==> config.mk <==
export PLATFORM = sky130hd
export DESIGN_NAME = depth_stack_average_top
export DESIGN_NICKNAME = d
export VERILOG_FILES = /design/src/dsa_pkg.sv /design/src/dsa_lane.sv /design/src/dsa_merge.sv /design/src/dsa_divide.sv /design/src/depth_stack_average_top.sv
export SDC_FILE = /design/constraint.sdc
export NUM_CORES = 1
export LEC_CHECK = 0
export CAP_MARGIN = 20
export CORE_ASPECT_RATIO = 0.5
export CORE_UTILIZATION = 48
export CTS_BUF_LIST = sky130_fd_sc_hd__clkbuf_2
export DETAILED_ROUTE_END_ITERATION = 16
export DONT_BUFFER_PORTS = 1
export PLACE_DENSITY = 0.66
export SLEW_MARGIN = 20
export SYNTH_ARGS = -nofsm -noshare
export SYNTH_HDL_FRONTEND = slang
export SYNTH_SLANG_ARGS = --single-unit
==> constraint.sdc <==
create_clock -name clk -period 9.7 [get_ports clk]
set_input_delay 0 -clock clk [delete_from_list [all_inputs] [get_ports clk]]
set_output_delay 0 -clock clk [all_outputs]
set_load 0.01 [all_outputs]
==> src/dsa_pkg.sv <==
// ----------------------------------------------------------------------------
// Depth stack average package
// Shared widths, constant tables and the merge result type.
// ----------------------------------------------------------------------------
package dsa_pkg;

	localparam int MAX_FRAMES = 8;
	localparam int SLOT_COUNT = 8;
	localparam int DEPTH_W    = 16;
	localparam int COUNT_W    = 4;
	localparam int SUM_W      = DEPTH_W + $clog2(SLOT_COUNT);
	localparam int SCORE_W    = 8;
	localparam int RECIP_SH   = 22;
	localparam int RECIP_W    = RECIP_SH + 1;
	localparam int PROD_W     = SUM_W + RECIP_W;
	localparam int ADDR_W     = 3;
	localparam int DATA_W     = 32;
	localparam int REG_IDX_W  = ADDR_W - 2;

	localparam logic [REG_IDX_W-1:0] REG_FRAMES_IN_USE = '0;
	localparam logic [COUNT_W-1:0]   FRAMES_RESET      = COUNT_W'(8);

	typedef logic [DEPTH_W-1:0] depth_t;
	typedef depth_t             depth_arr_t [SLOT_COUNT];
	typedef logic [SLOT_COUNT-1:0] flag_vec_t;

	typedef struct packed {
		logic [SUM_W-1:0]   sum;
		logic [COUNT_W-1:0] valid;
		logic [COUNT_W-1:0] zeros;
	} merge_t;

	// Reciprocals ceil(2^22 / d), exact for every sum below 2^19 and d up to eight.
	localparam logic [RECIP_W-1:0] RECIP_TAB [16] = '{
		23'd0,       23'd4194304, 23'd2097152, 23'd1398102,
		23'd1048576, 23'd838861,  23'd699051,  23'd599187,
		23'd524288,  23'd0,       23'd0,       23'd0,
		23'd0,       23'd0,       23'd0,       23'd0
	};

	// Score step per missing sample: 240 div n.
	localparam logic [SCORE_W-1:0] SCORE_TAB [16] = '{
		8'd0,   8'd240, 8'd120, 8'd80,
		8'd60,  8'd48,  8'd40,  8'd34,
		8'd30,  8'd0,   8'd0,   8'd0,
		8'd0,   8'd0,   8'd0,   8'd0
	};

endpackage

==> src/dsa_lane.sv <==
// ----------------------------------------------------------------------------
// Depth stack average lane
// Masks one frame's sample and flags it as missing when it counts and is zero.
// ----------------------------------------------------------------------------
module dsa_lane
	import dsa_pkg::*;
(
	input  logic   clk,
	input  logic   enable,
	input  depth_t sample,
	output depth_t masked_s1,
	output logic   zero_s1
);

	always_ff @(posedge clk) begin
		masked_s1 <= enable ? sample : '0;
		zero_s1   <= enable && (sample == '0);
	end

endmodule

==> src/dsa_merge.sv <==
// ----------------------------------------------------------------------------
// Depth stack average merge
// Adds the lane samples and counts missing ones over two pipeline stages.
// ----------------------------------------------------------------------------
module dsa_merge
	import dsa_pkg::*;
(
	input  logic               clk,
	input  depth_arr_t         masked_s1,
	input  flag_vec_t          zero_s1,
	input  logic [COUNT_W-1:0] frames_s1,
	output merge_t             merge_s3
);

	localparam int PAIRS = SLOT_COUNT / 2;

	logic [DEPTH_W:0]     pair_s2 [PAIRS];
	logic [COUNT_W-1:0]   zeros_s2;
	logic [COUNT_W-1:0]   frames_s2;
	logic [SUM_W-1:0]     total;

	always_ff @(posedge clk) begin
		for (int p = 0; p < PAIRS; p++) begin
			pair_s2[p] <= {1'b0, masked_s1[2*p]} + {1'b0, masked_s1[2*p+1]};
		end
		zeros_s2  <= COUNT_W'($countones(zero_s1));
		frames_s2 <= frames_s1;
	end

	always_comb begin
		total = '0;
		for (int p = 0; p < PAIRS; p++) begin
			total = total + SUM_W'(pair_s2[p]);
		end
	end

	always_ff @(posedge clk) begin
		merge_s3.sum   <= total;
		merge_s3.zeros <= zeros_s2;
		merge_s3.valid <= frames_s2 - zeros_s2;
	end

endmodule

==> src/dsa_divide.sv <==
// ----------------------------------------------------------------------------
// Depth stack average divider
// Divides the sum by the valid count through a reciprocal table and multiply.
// ----------------------------------------------------------------------------
module dsa_divide
	import dsa_pkg::*;
(
	input  logic   clk,
	input  merge_t merge_s3,
	output depth_t mean_s5
);

	logic [PROD_W-1:0] prod_s4;

	// A valid count of zero reads a zero reciprocal, so the mean comes out as zero.
	always_ff @(posedge clk) begin
		prod_s4 <= PROD_W'(merge_s3.sum) * PROD_W'(RECIP_TAB[merge_s3.valid]);
		mean_s5 <= prod_s4[RECIP_SH +: DEPTH_W];
	end

endmodule

==> src/depth_stack_average_top.sv <==
// ----------------------------------------------------------------------------
// Depth stack average top level
// Masked temporal mean of up to eight stacked depth samples of one pixel.
// ----------------------------------------------------------------------------
// A request is taken on every clock cycle in which start is high; busy never
// rises, so pixels may stream at one per clock. Each request produces exactly
// one result, shown for one cycle with done high; the receiver cannot
// stall, so it must take every result as it appears. Every result passes
// through the five-stage pipeline: lane masking, pair sums, final
// sum and counts, the reciprocal multiply and the output register. The
// frames_in_use register is written over the APB port and should only be
// changed while no request is in flight; zero is treated as one frame and
// values above the frame count saturate to eight.
module depth_stack_average_top
	import dsa_pkg::*;
(
	input  logic                clk,
	input  logic                arst_n,
	// APB configuration port
	input  logic                psel,
	input  logic                penable,
	input  logic                pwrite,
	input  logic [ADDR_W-1:0]   paddr,
	input  logic [DATA_W-1:0]   pwdata,
	output logic [DATA_W-1:0]   prdata,
	output logic                pready,
	// Request side
	input  logic                start,
	output logic                busy,
	input  logic [DEPTH_W-1:0]  depth_a,
	input  logic [DEPTH_W-1:0]  depth_b,
	input  logic [DEPTH_W-1:0]  depth_c,
	input  logic [DEPTH_W-1:0]  depth_d,
	input  logic [DEPTH_W-1:0]  depth_e,
	input  logic [DEPTH_W-1:0]  depth_f,
	input  logic [DEPTH_W-1:0]  depth_g,
	input  logic [DEPTH_W-1:0]  depth_h,
	// Result side
	output logic                done,
	output logic [DEPTH_W-1:0]  mean_depth,
	output logic [SCORE_W-1:0]  missing_score
);

	logic [COUNT_W-1:0]   frames_q;
	logic [REG_IDX_W-1:0] reg_idx;
	logic                 wr_en;
	logic [COUNT_W-1:0]   frames_eff;
	logic [COUNT_W-1:0]   frames_s1;
	logic [4:0]           valid_q;
	depth_arr_t           samples;
	depth_arr_t           masked_s1;
	flag_vec_t            zero_s1;
	merge_t               merge_s3;
	logic [SCORE_W-1:0]   score_s4;
	logic [SCORE_W-1:0]   score_s5;
	depth_t               mean_s5;

	// The configuration port never waits, so a write lands on the access cycle.
	assign pready  = 1'b1;
	assign reg_idx = paddr[ADDR_W-1:2];
	assign wr_en   = psel && penable && pwrite && pready;

	always_ff @(posedge clk or negedge arst_n) begin
		if (!arst_n) begin
			frames_q <= FRAMES_RESET;
		end else if (wr_en && (reg_idx == REG_FRAMES_IN_USE)) begin
			frames_q <= pwdata[COUNT_W-1:0];
		end
	end

	always_comb begin
		unique case (reg_idx)
			REG_FRAMES_IN_USE: prdata = DATA_W'(frames_q);
			default:           prdata = '0;
		endcase
	end

	// The usable frame count is clamped to the range one to the frame limit.
	always_comb begin
		if (frames_q == '0) begin
			frames_eff = COUNT_W'(1);
		end else if (frames_q > COUNT_W'(MAX_FRAMES)) begin
			frames_eff = COUNT_W'(MAX_FRAMES);
		end else begin
			frames_eff = frames_q;
		end
	end

	// The pipeline has no back-pressure, so requests are always welcome.
	assign busy = 1'b0;

	assign samples[0] = depth_a;
	assign samples[1] = depth_b;
	assign samples[2] = depth_c;
	assign samples[3] = depth_d;
	assign samples[4] = depth_e;
	assign samples[5] = depth_f;
	assign samples[6] = depth_g;
	assign samples[7] = depth_h;

	// One lane per stacked frame; lanes at or beyond the frame count pass zero
	// and are not counted as missing.
	for (genvar k = 0; k < SLOT_COUNT; k++) begin : g_lane
		dsa_lane u_lane (
			.clk       (clk),
			.enable    ((k < MAX_FRAMES) && (COUNT_W'(k) < frames_eff)),
			.sample    (samples[k]),
			.masked_s1 (masked_s1[k]),
			.zero_s1   (zero_s1[k])
		);
	end

	always_ff @(posedge clk) begin
		frames_s1 <= frames_eff;
	end

	dsa_merge u_merge (
		.clk       (clk),
		.masked_s1 (masked_s1),
		.zero_s1   (zero_s1),
		.frames_s1 (frames_s1),
		.merge_s3  (merge_s3)
	);

	dsa_divide u_divide (
		.clk      (clk),
		.merge_s3 (merge_s3),
		.mean_s5  (mean_s5)
	);

	// The missing-data score runs beside the divider so that both leave together.
	// The product never exceeds 240, so eight bits hold it.
	always_ff @(posedge clk) begin
		score_s4 <= SCORE_W'(SCORE_TAB[merge_s3.valid + merge_s3.zeros] * merge_s3.zeros);
		score_s5 <= score_s4;
	end

	// Request markers follow the data through the five stages.
	always_ff @(posedge clk or negedge arst_n) begin
		if (!arst_n) begin
			valid_q <= '0;
		end else begin
			valid_q <= {valid_q[3:0], start && !busy};
		end
	end

	assign done          = valid_q[4];
	assign mean_depth    = mean_s5;
	assign missing_score = score_s5;

	// Every accepted request produces a result after the pipeline latency.
	a_result_follows: assert property (@(posedge clk) disable iff (!arst_n)
		start && !busy |-> ##5 done)
		else $error("accepted request produced no result");

	// A nonzero mean means at least one valid sample, so the score stays below full.
	a_mean_score: assert property (@(posedge clk) disable iff (!arst_n)
		done && (mean_depth != '0) |-> (missing_score < SCORE_W'(240)))
		else $error("full missing score with a nonzero mean");

	// The score never exceeds its full value.
	a_score_range: assert property (@(posedge clk) disable iff (!arst_n)
		done |-> (missing_score <= SCORE_W'(240)))
		else $error("missing score out of range");

endmodule
==> flow_metrics.py, run 1 <==
metrics = {
    "status": {
        "outcome": "completed",
    },
    "synth": {
        "synthFlopType": "dfxtp_1",
        "syn_area_um2": 25200,
        "ys_seq_area_share_pct": 23.8,
        "synthArstFlopShare_pct": 3.02,
        "synth_cell_types": 65,
        "synth_cells": 2633,
        "synth_seq_cells": 298,
        "syn_area_per_cell_um2": 9.58,
        "yosys_warnings": 0,
        "synth_edf_count": 0,
    },
    "timing": {
        "period_needed_ns": 8.38,
        "tns_ns": 0,
        "rsz0062_at_grt": "no",
        "slew_violations": 0,
        "relSlewSlack_pct": 34.5,
        "clock_skew_ns": 0.109,
        "max_freq_ghz": 0.119,
        "tightest_slew_ns": 0.983,
        "hold_viol_final": 0,
        "fin_crit_sh_pct": 86.4,
        "finalSetupViolations": 0,
        "layout_setup_ws_ns": 1.32,
    },
    "floorplan": {
        "rows": 58,
        "num_io_pins": 228,
        "initial_core_util_pct": 49.4,
        "coreArea_um2": 51000,
        "die_h_um": 164,
        "fp.dieW_um": 326,
        "die-area_um2": 53500,
    },
    "drt": {
        "drt_iter0_drc": 1029,
        "dr.pass1.iters": 5,
        "routed_via_density": 5.09,
        "drcViolationCount": 0,
        "routed_wl_mm": 69.2,
        "drtAntennaViolNets": 0,
        "wl_per_cell_um": 18.7,
        "vias": 18800,
    },
    "critical_path": {
        "slowest_delay_ns": 0.61,
        "reg2reg_to": "u_divide.prod_s4[28]$_DFF_P_",
        "cp_num_buf_inv": 7,
        "worstPathArrival_ns": 9.23,
        "path_delay_family": "adder cells",
        "criticalPathCategory": "reg -> reg",
        "path_depth": 25,
        "end_kind": "flip-flop",
        "critPathMaxFanout": 12,
        "r2r_slack_ns": 1.32,
        "slowest_stage": "fa_1",
        "cp-start-kind": "flip-flop",
        "endpoint": "u_divide.prod_s4[28]$_DFF_P_",
        "timing.rr.start": "u_merge.merge_s3[6]$_DFF_P_",
        "worstSetupStartpoint": "u_merge.merge_s3[6]$_DFF_P_",
        "rr_worst_depth": 25,
        "crit_required_ns": 10.54,
    },
    "grt": {
        "antenna_found_initial": 8,
        "grt_pass1_wl_mm": 108,
        "grt_pass1_vias": 20000,
        "track_usage_pct": 26.5,
        "gr-total-overflow": 0,
        "grt_start_max_net_pins": 28,
    },
    "power": {
        "peakVddDrop_uv": 278,
        "p_per_area_nw_per_um2": 317,
        "static-leakage-power_uw": 0.0150,
    },
    "clock_network": {
        "cts-root-buf": "clkbuf_2",
        "cts.path.max_buffers": 3,
        "clkSinkCount": 298,
        "insertion_delay_ns": 1.03,
        "clk_pin_slew_ns": 0.10,
        "cts_tree": "yes",
        "numCtsBuffers": 70,
        "ctsHtreeMaxLevel": 3,
        "post_cts.repair.setup_buffers": 0,
    },
    "place": {
        "placed_area_um2": 25900,
        "numPortBuffers": 0,
        "place_ws_ns": 1.48,
        "gp_congestion": 0.986,
        "hpwl_mm": 50.9,
    },
    "flow_run": {
        "cap_violations": 0,
    },
    "min_path": {
        "hp-class": "in -> out",
    },
    "finish": {
        "nNetsFinal": 3713,
        "syn2layout_area_growth_pct": 17.3,
        "stdcell_area_um2": 29600,
        "drive_above_1_share_pct": 5.34,
    },
}
-- layout make-up --
type	instances	area (um^2)
timing repair buffer	310	3060
antenna	11	27.5
clock inverter	26	272
clock buffer	98	490
tap	690	863
inverter	595	2230
sequential	298	6010
fill	4305	21400
multi-input combinational	1672	16600
-- layer usage --
layer	track usage, %	up-vias	share of wire (%)
li1	-	8759	-
met3	6.96	179	7.8
met2	44.2	669	47
met1	33.0	9223	42
met5	0	-	0
met4	9.82	0	3.5
-- layout by cell type (no fill, tap or decap), types with 15 or more instances in the layout --
master         Yosys  routed
a21o_1            28      28
a21oi_1           72      69
a31oi_1           19      19
and2_1           105     105
and3_1            36      36
buf_4             32      17
clkbuf_2           0      98
conb_1             2      31
dfxtp_1          289     289
dlygate4sd3_1      0     293
fa_1             365     365
ha_1             232     232
inv_1            595     595
nand2_1          203     203
nand2b_1          16      16
nand3_1           21      21
nor2_1            62      62
nor2b_1           97      97
nor3_1            33      31
nor4_1            32      32
o21ai_0           48      48
or3_1             15      15
xnor2_1           89      89
xor2_1            31      31
-- per-stage QoR --
| stage | hold WS (ns) | std cells | power [uW] | util [%] |
|---|---|---|---|---|
| finish | 0.0480 | 3700 | 9370 | 58.0 |
| global route | 0.0141 | 3698 | 10400 | 58.0 |
| detailed placement | -0.295 | 3272 | 8120 | 50.7 |
| global placement | -0.295 | 3272 | 7940 | 50.7 |
| CTS | 0.000258 | 3689 | 9320 | 57.9 |
| floorplan | -0.296 | 2662 | 6560 | - |
-- report_power, final --
group          internal [uW]  switching, uW
registers               1630            328
clock network            436            566
logic                   2710           3690
total                   4780           4590
-- cell families after synthesis --
kind of cell | share of synthesized area, %
AOI/OAI and AO/OA | 6.71
xor gates and xnor gates | 4.17
adders and majority gates | 40.5
buffers and inverters | 10.8
DFF | 23.8
muxes | 0.298
other | 0.0298
and+or+nand+nor | 13.7
-- worst min path at each step --
stage / startpoint / slack, ns / cells past startpoint / endpoint
floorplan: arst_n / -0.30 / 0 / frames_q[0]$_DFFE_PN0P_
global placement: arst_n / -0.30 / 0 / valid_q[4]$_DFF_PN0_
detailed placement: arst_n / -0.30 / 0 / valid_q[4]$_DFF_PN0_
CTS: depth_a[15] / 0.0003 / 2 / g_lane[0].u_lane.masked_s1[15]$_SDFF_PP0_
global route: depth_a[15] / 0.01 / 2 / g_lane[0].u_lane.masked_s1[15]$_SDFF_PP0_
finish: paddr[2] / 0.05 / 1 / prdata[3]
-- flip-flops by register name (all words and copies together), names as in the netlist, 5 cells and up --
name and flops:
g_lane.u_lane.masked_s1 128, g_lane.u_lane.zero_s1 8, score_s4 7, valid_q 5, u_divide.prod_s4 16, u_merge.pair_s2 68, missing_score 7, u_merge.merge_s3 27
u_divide.mean_s5 16
-- Yosys cell counts (all sizes together) (4+ instances only) --
master   number  area [um^2]
a311oi        6         70.1
or4          11         82.6
o2111ai       5         43.8
clkbuf       63          236
nand2b       16          100
and2        105          657
nor2         62          233
o21ai        51          267
and3         36          225
nand2       203          762
mux2          4         45.0
nor4         32          200
o21bai       11         82.6
buf          34          249
a211oi       12          100
inv         595         2230
nor2b        97          607
fa          365         7310
or2           7         43.8
a211o         5         43.8
nand4         8         50.1
ha          232         2900
o211ai        5         37.5
dfrtp         8          200
nand3b        6         45.0
xor2         31          272
dfxtp       289         5790
nand3        21          105
nor3         33          165
or3          15         93.8
a21o         28          210
o21a         13         98.9
xnor2        89          780
a31o          6         52.6
a31oi        19          119
a21oi        73          369
-- what timing repair did --
item	in CTS	in global routing
resized for setup	0	0
endpoints found under the hold margin	150	0
hold buffers	293	0
-- worst reg2reg max path: cells and delay by family, from the launching register on --
family | cells | cell delay (ns)
fa+ha+maj | 7 | 3.58
simple gates | 4 | 1.70
compound gates | 6 | 1.43
buf+inv | 7 | 0.91
flops | 1 | 0.51
xor+xnor | 1 | 0.16
Power figures use the tool's default switching activity.
==> inputs of run 2 (changes only) <==
- CORE_UTILIZATION: 48 -> 40
- PLACE_DENSITY: 0.66 -> 0.57
- SYNTH_HIERARCHICAL: unset -> 1
==> run 2 against run 1 <==
  * Core utilization decreased by 9.4 points
  * Hold slack improved by 0.0028 ns
  * Sequential power about the same
  * Die area increased by 22%
  * Area after synthesis increased by 1.9%
  * Non-clock buffer count increased by 60
  * Global-route usage decreased by 3.9 points
  * Register-to-register slack improved by 0.36 ns
  * Combinational power decreased by 4.5%
  * Sequential share of layout area decreased by 0.78 points
==> flow_metrics.py, run 2 <==
metrics = {
    "status": {
        "outcome": "completed",
    },
    "clock_network": {
        "numCtsBuffers": 69,
        "cts-root-buf": "clkbuf_2",
        "cts.path.max_buffers": 3,
        "clkSinkCount": 298,
        "insertion_delay_ns": 1.19,
        "post_cts.repair.setup_buffers": 0,
        "ctsHtreeMaxLevel": 3,
        "clk_pin_slew_ns": 0.10,
        "cts_tree": "yes",
    },
    "power": {
        "p_comb_share_pct": 68.6,
        "p_seq_share_pct": 21.8,
        "p_sw_uw": 4450,
        "p_per_area_nw_per_um2": 290,
        "cell_internal_pwr_uw": 4480,
        "p_sw_share_pct": 49.8,
        "peakVddDrop_uv": 225,
        "static-leakage-power_uw": 0.0154,
        "clock_power_share_pct": 9.6,
    },
    "finish": {
        "final_common_cell": "inv_1",
        "syn2layout_area_growth_pct": 19.7,
        "reg_top3": "g_lane.u_lane/masked_s1 (128), u_merge/pair_s2 (68), u_merge/merge_s3 (27)",
        "fin_util_pct": 48.6,
        "nNetsFinal": 3789,
        "regMostFlops": "g_lane.u_lane/masked_s1",
        "largest_reg_flops": 128,
        "stdcell_area_um2": 30800,
        "drive_above_1_share_pct": 5.84,
        "final_cell_mix": "613 x inv_1, 383 x fa_1, 361 x dlygate4sd3_1",
    },
    "synth": {
        "synth_seq_cells": 298,
        "syn_area_per_cell_um2": 9.71,
        "yosys_warnings": 6,
        "synth.most_common_cell": "inv_1",
        "synth_cells": 2647,
        "ys_seq_area_share_pct": 23.4,
        "synthTopCellsByCount": "613 x inv_1, 383 x fa_1, 289 x dfxtp_1",
        "synth_area_leader_cell": "fa_1",
        "synthArstFlopShare_pct": 3.02,
        "synth_area_leaders": "fa_1 30%, dfxtp_1 23%, ha_1 10%, inv_1 9.0%, and2_1 4.8%",
        "syn_area_um2": 25700,
        "synth_edf_count": 0,
        "synthFlopType": "dfxtp_1",
        "synth_top_area_share_pct": 29.8,
        "synth_cell_types": 95,
    },
    "critical_path": {
        "rr_worst_depth": 22,
        "endpoint": "u_divide/prod_s4[35]$_DFF_P_",
        "timing.rr.start": "u_merge/merge_s3[5]$_DFF_P_",
        "worstSetupStartpoint": "u_merge/merge_s3[5]$_DFF_P_",
        "crit_required_ns": 10.67,
        "reg2reg_to": "u_divide/prod_s4[35]$_DFF_P_",
        "worstPathArrival_ns": 8.99,
        "critPathMaxFanout": 19,
        "end_kind": "flip-flop",
        "r2r_slack_ns": 1.68,
        "criticalPathCategory": "reg -> reg",
        "cp-start-kind": "flip-flop",
    },
    "timing": {
        "clock_skew_ns": 0.144,
        "fin_crit_sh_pct": 82.7,
        "tightest_slew_ns": 1.09,
        "max_freq_ghz": 0.125,
        "tns_ns": 0,
        "hold_viol_final": 0,
        "layout_setup_ws_ns": 1.68,
        "slew_violations": 0,
        "relSlewSlack_pct": 27.2,
        "rsz0062_at_grt": "no",
        "finalSetupViolations": 0,
        "period_needed_ns": 8.02,
    },
    "drt": {
        "drtAntennaViolNets": 0,
        "dr.pass1.iters": 5,
        "routed_wl_mm": 71.9,
        "drcViolationCount": 0,
        "vias": 19100,
        "wl_per_cell_um": 18.3,
        "routed_via_density": 4.86,
        "drt_iter0_drc": 1028,
    },
    "floorplan": {
        "fp.dieW_um": 360,
        "num_io_pins": 228,
        "initial_core_util_pct": 40.6,
        "rows": 65,
        "die_h_um": 181,
        "coreArea_um2": 63300,
        "die-area_um2": 65300,
    },
    "grt": {
        "grt_start_max_net_pins": 29,
        "antenna_found_initial": 9,
        "gr-total-overflow": 0,
        "track_usage_pct": 22.6,
        "grt_pass1_vias": 20500,
        "grt_pass1_wl_mm": 113,
    },
    "min_path": {
        "hp-class": "in -> out",
        "hold_path_depth": 1,
        "min_from": "paddr[2]",
    },
    "place": {
        "placed_area_um2": 26500,
        "gp_congestion": 0.921,
        "place_ws_ns": 1.68,
        "numPortBuffers": 0,
        "hpwl_mm": 53.3,
    },
    "flow_run": {
        "cap_violations": 0,
    },
}
run 2: final cells by class:
type	instances	area (um^2)
antenna	11	27.5
clock buffer	89	445
clock inverter	34	196
fill	5839	32500
inverter	613	2300
multi-input combinational	1680	17000
sequential	298	6010
tap	837	1050
timing repair buffer	370	3680
run 2: power by group through the flow:
stage	Clock [uW]	Combinational [uW]	Sequential, uW
after floorplan	0	4640	1730
after global placement	0	5790	1980
after detailed placement	0	5900	1980
after CTS	893	6140	1950
after global routing	961	7020	1990
final	853	6120	1950
run 2: per-layer routing:
layer  vias up  GRT usage, %  share of wire, %
met5         -             0             0.019
li1       8978             -                 -
met1      9289          28.9                43
met4         2          10.1               3.9
met3       176          5.18               7.1
met2       648          36.4                46
run 2: timing repair:
action / 4_1_cts / 5_1_grt
gates resized for setup: 0 / 0
hold buffers: 361 / 0
setup endpoints to repair: 0 / 0
endpoints found under the hold margin: 150 / 0
run 2: kinds of logic (layout without fill, tap and decap cells):
group	after synthesis	count (layout)	share of synthesized area, %
multiplexers	11	11	0.467
AND/OR/NAND/NOR	656	656	14.1
other	2	50	0.0292
AO/OA/AOI/OAI	298	298	8.21
XOR/XNOR	88	88	3.12
adder cells (fa/ha/maj)	588	588	39.8
flip-flops	298	298	23.4
buffers and inverters	706	1106	10.9
run 2: metrics by stage:
stage	cells	hold WS (ns)	power [uW]
final	3932	0.0508	8930
after detailed placement	3437	-0.295	7880
after global placement	3437	-0.295	7770
after floorplan	2684	-0.296	6370
after CTS	3921	0.000240	8980
after global routing	3929	0.0535	9960
run 2: worst min-delay path by stage:
stage,to
final,prdata[0]
after global routing,prdata[3]
after CTS,g_lane[7].u_lane/masked_s1[6]$_SDFF_PN0_
after detailed placement,frames_q[1]$_DFFE_PN0P_
after floorplan,frames_q[0]$_DFFE_PN0P_
after global placement,frames_q[1]$_DFFE_PN0P_
run 2: critical path: stages, from the launching register on:
cell	delay, ns
dfxtp_1	0.68
ha_1	0.32
nand2b_1	0.16
a21oi_2	0.89
nand2_1	0.36
fa_1	0.67
inv_1	0.10
fa_1	0.55
inv_1	0.06
fa_1	0.59
inv_1	0.08
fa_1	0.47
fa_1	0.54
inv_1	0.05
fa_1	0.52
inv_1	0.04
ha_1	0.36
and4_1	0.27
a221oi_1	0.34
nor2_1	0.14
nor3_1	0.46
o21bai_1	0.13
xor2_1	0.15
==> inputs of run 3 (changes only) <==
- clock period: 9.7 -> 8 ns (I/O delays scaled with it)
==> run 3 against run 2 <==
  * Clock power is 29% higher
  * Clock-buffer cell count is 9 higher
  * Clock skew rose by 0.040 ns
  * Maximum frequency increased by 12%
  * Combinational power grew 28%
  * Design area up 3.2%
  * Via count grew 3.1%
  * Sequential share of layout area shrank 0.61 points
  * Highest routed layer is now met4
==> flow_metrics.py, run 3 (synthesized netlist as in run 2, its figures left out) <==
metrics = {
    "status": {
        "outcome": "completed",
    },
    "grt": {
        "met1_usage_pct": 30.0,
        "gr-total-overflow": 0,
        "track_usage_pct": 23.5,
        "grt_use_met3_pct": 5.61,
        "grt_start_max_net_pins": 29,
        "grt_pass1_vias": 21000,
        "antenna_found_initial": 8,
        "busiest_layer": "met2",
        "use_met2_pct": 38.5,
        "grt_pass1_wl_mm": 117,
    },
    "timing": {
        "finalSetupViolations": 0,
        "fin_crit_sh_pct": 89.2,
        "max_freq_ghz": 0.140,
        "period_needed_ns": 7.13,
        "tightest_slew_ns": 0.698,
        "layout_setup_ws_ns": 0.867,
        "slew_violations": 0,
        "rsz0062_at_grt": "no",
        "tns_ns": 0,
        "hold_viol_final": 0,
        "clock_skew_ns": 0.184,
        "relSlewSlack_pct": 53.0,
    },
    "flow_run": {
        "cap_violations": 0,
    },
    "critical_path": {
        "critPathMaxFanout": 10,
        "worstPathArrival_ns": 8.19,
        "end_kind": "flip-flop",
        "slowest_stage": "fa_1",
        "criticalPathCategory": "reg -> reg",
        "timing.rr.start": "u_merge/merge_s3[5]$_DFF_P_",
        "reg2reg_to": "u_divide/prod_s4[35]$_DFF_P_",
        "cp-start-kind": "flip-flop",
        "slowest_delay_ns": 0.59,
        "rr_worst_depth": 21,
        "crit_chain": "ha_1 > nand2b_1 > a21oi_1 > buf_4 > and2_1 > inv_1 > fa_1 > fa_1 > fa_1 > inv_1 > fa_1 > fa_1 > fa_1 > ha_1 > a21o_1 > a21o_1 > a221oi_1 > nor2_1 > nor3_1 > o21bai_1 > xor2_1",
        "crit_required_ns": 9.06,
        "worstSetupStartpoint": "u_merge/merge_s3[5]$_DFF_P_",
        "r2r_slack_ns": 0.87,
        "cp_common_cell": "fa_1",
    },
    "clock_network": {
        "cts_resized": 0,
        "insertion_delay_ns": 1.29,
        "cts_tree": "yes",
        "cts.path.max_buffers": 3,
        "ctsHtreeMaxLevel": 3,
        "cts-root-buf": "clkbuf_2",
        "cts_hold_buf": 409,
        "post_cts.repair.setup_buffers": 0,
        "clk_pin_slew_ns": 0.11,
        "clkSinkCount": 298,
        "numCtsBuffers": 72,
    },
    "floorplan": {
        "initial_core_util_pct": 40.6,
        "fp.dieW_um": 360,
        "num_io_pins": 228,
        "rows": 65,
        "die_h_um": 181,
        "die-area_um2": 65300,
        "coreArea_um2": 63300,
    },
    "power": {
        "p_per_area_nw_per_um2": 356,
        "static-leakage-power_uw": 0.0159,
        "peakVddDrop_uv": 310,
        "total_power_uw": 11300,
    },
    "place": {
        "place_ws_ns": 0.881,
        "placed_area_um2": 26900,
        "hpwl_mm": 54.0,
        "place_inst": 3497,
        "gp_congestion": 0.925,
        "numPortBuffers": 0,
    },
    "finish": {
        "reg_top3": "g_lane.u_lane/masked_s1 (128), u_merge/pair_s2 (68), u_merge/merge_s3 (27)",
        "fillCellCount": 5742,
        "largest_reg_flops": 128,
        "regMostFlops": "g_lane.u_lane/masked_s1",
        "syn2layout_area_growth_pct": 23.6,
        "final_cell_mix": "613 x inv_1, 409 x dlygate4sd3_1, 383 x fa_1",
        "final_cells": 4047,
        "drive_above_1_share_pct": 7.63,
        "stdcell_area_um2": 31800,
        "nNetsFinal": 3900,
        "final_common_cell": "inv_1",
    },
    "drt": {
        "drcViolationCount": 0,
        "vias": 19700,
        "wl_per_cell_um": 18.6,
        "routed_via_density": 4.87,
        "routed_wl_mm": 75.2,
        "drt_iter0_drc": 1299,
        "drtAntennaViolNets": 0,
        "dr.pass1.iters": 6,
    },
    "min_path": {
        "min_to": "prdata[3]",
        "min_from": "paddr[2]",
        "hold_path_depth": 1,
        "hp-class": "in -> out",
    },
}
[run 3: changes by cell type in the layout (fill, tap and decap cells not counted), moves of 3 or more]
cell and delta:
buf_12 +3, buf_4 +57, clkbuf_2 +9, dlygate4sd3_1 +48
[run 3: final cells by class]
cell class | count | area, um^2 | area share (%)
sequential | 298 | 6010 | 18.9
timing repair buffer | 478 | 4650 | 14.6
clock inverter | 30 | 189 | 0.595
tap | 837 | 1050 | 3.30
clock buffer | 98 | 490 | 1.54
multi-input combinational | 1680 | 17000 | 53.6
inverter | 613 | 2300 | 7.25
antenna | 13 | 32.5 | 0.102
[run 3: through the flow]
stage,hold slack (ns),util [%]
global route,-0.0217,50.2
detailed placement,-0.295,42.6
CTS,0.000950,50.1
finish,0.0502,50.2
global placement,-0.295,42.6
floorplan,-0.296,-
[run 3: worst max-delay path: cells and delay by family (launching register included)]
kind                       cells  cell delay (ns)
adders and majority gates      8             3.84
and+or+nand+nor                4             1.09
xor gates and xnor gates       1             0.15
buffers and inverters          3             0.39
DFF                            1             0.47
AOI/OAI and AO/OA              5             1.11
[run 3: where the power goes]
group          switching, uW  internal [uW]  total, uW
Sequential               401           1940       2350
Combinational           4400           3460       7860
Clock                    715            381       1100
Total                   5520           5780      11300
[run 3: worst max path at each step]
| stage | endpoint | slack [ns] | cells after the start |
|---|---|---|---|
| floorplan | u_divide/prod_s4[30]$_DFF_P_ | 1.22 | 26 |
| global placement | u_divide/prod_s4[33]$_DFF_P_ | 0.92 | 25 |
| detailed placement | u_divide/prod_s4[33]$_DFF_P_ | 0.88 | 24 |
| CTS | u_divide/prod_s4[33]$_DFF_P_ | 0.87 | 24 |
| global route | u_divide/prod_s4[34]$_DFF_P_ | 0.53 | 24 |
| finish | u_divide/prod_s4[35]$_DFF_P_ | 0.87 | 21 |
[run 3: layer usage]
layer / vias to the layer above / wire (um)
met2: 701 / 34800
met4: 0 / 2500
met1: 9595 / 32400
met5: - / 0
met3: 178 / 5520
li1: 9220 / -
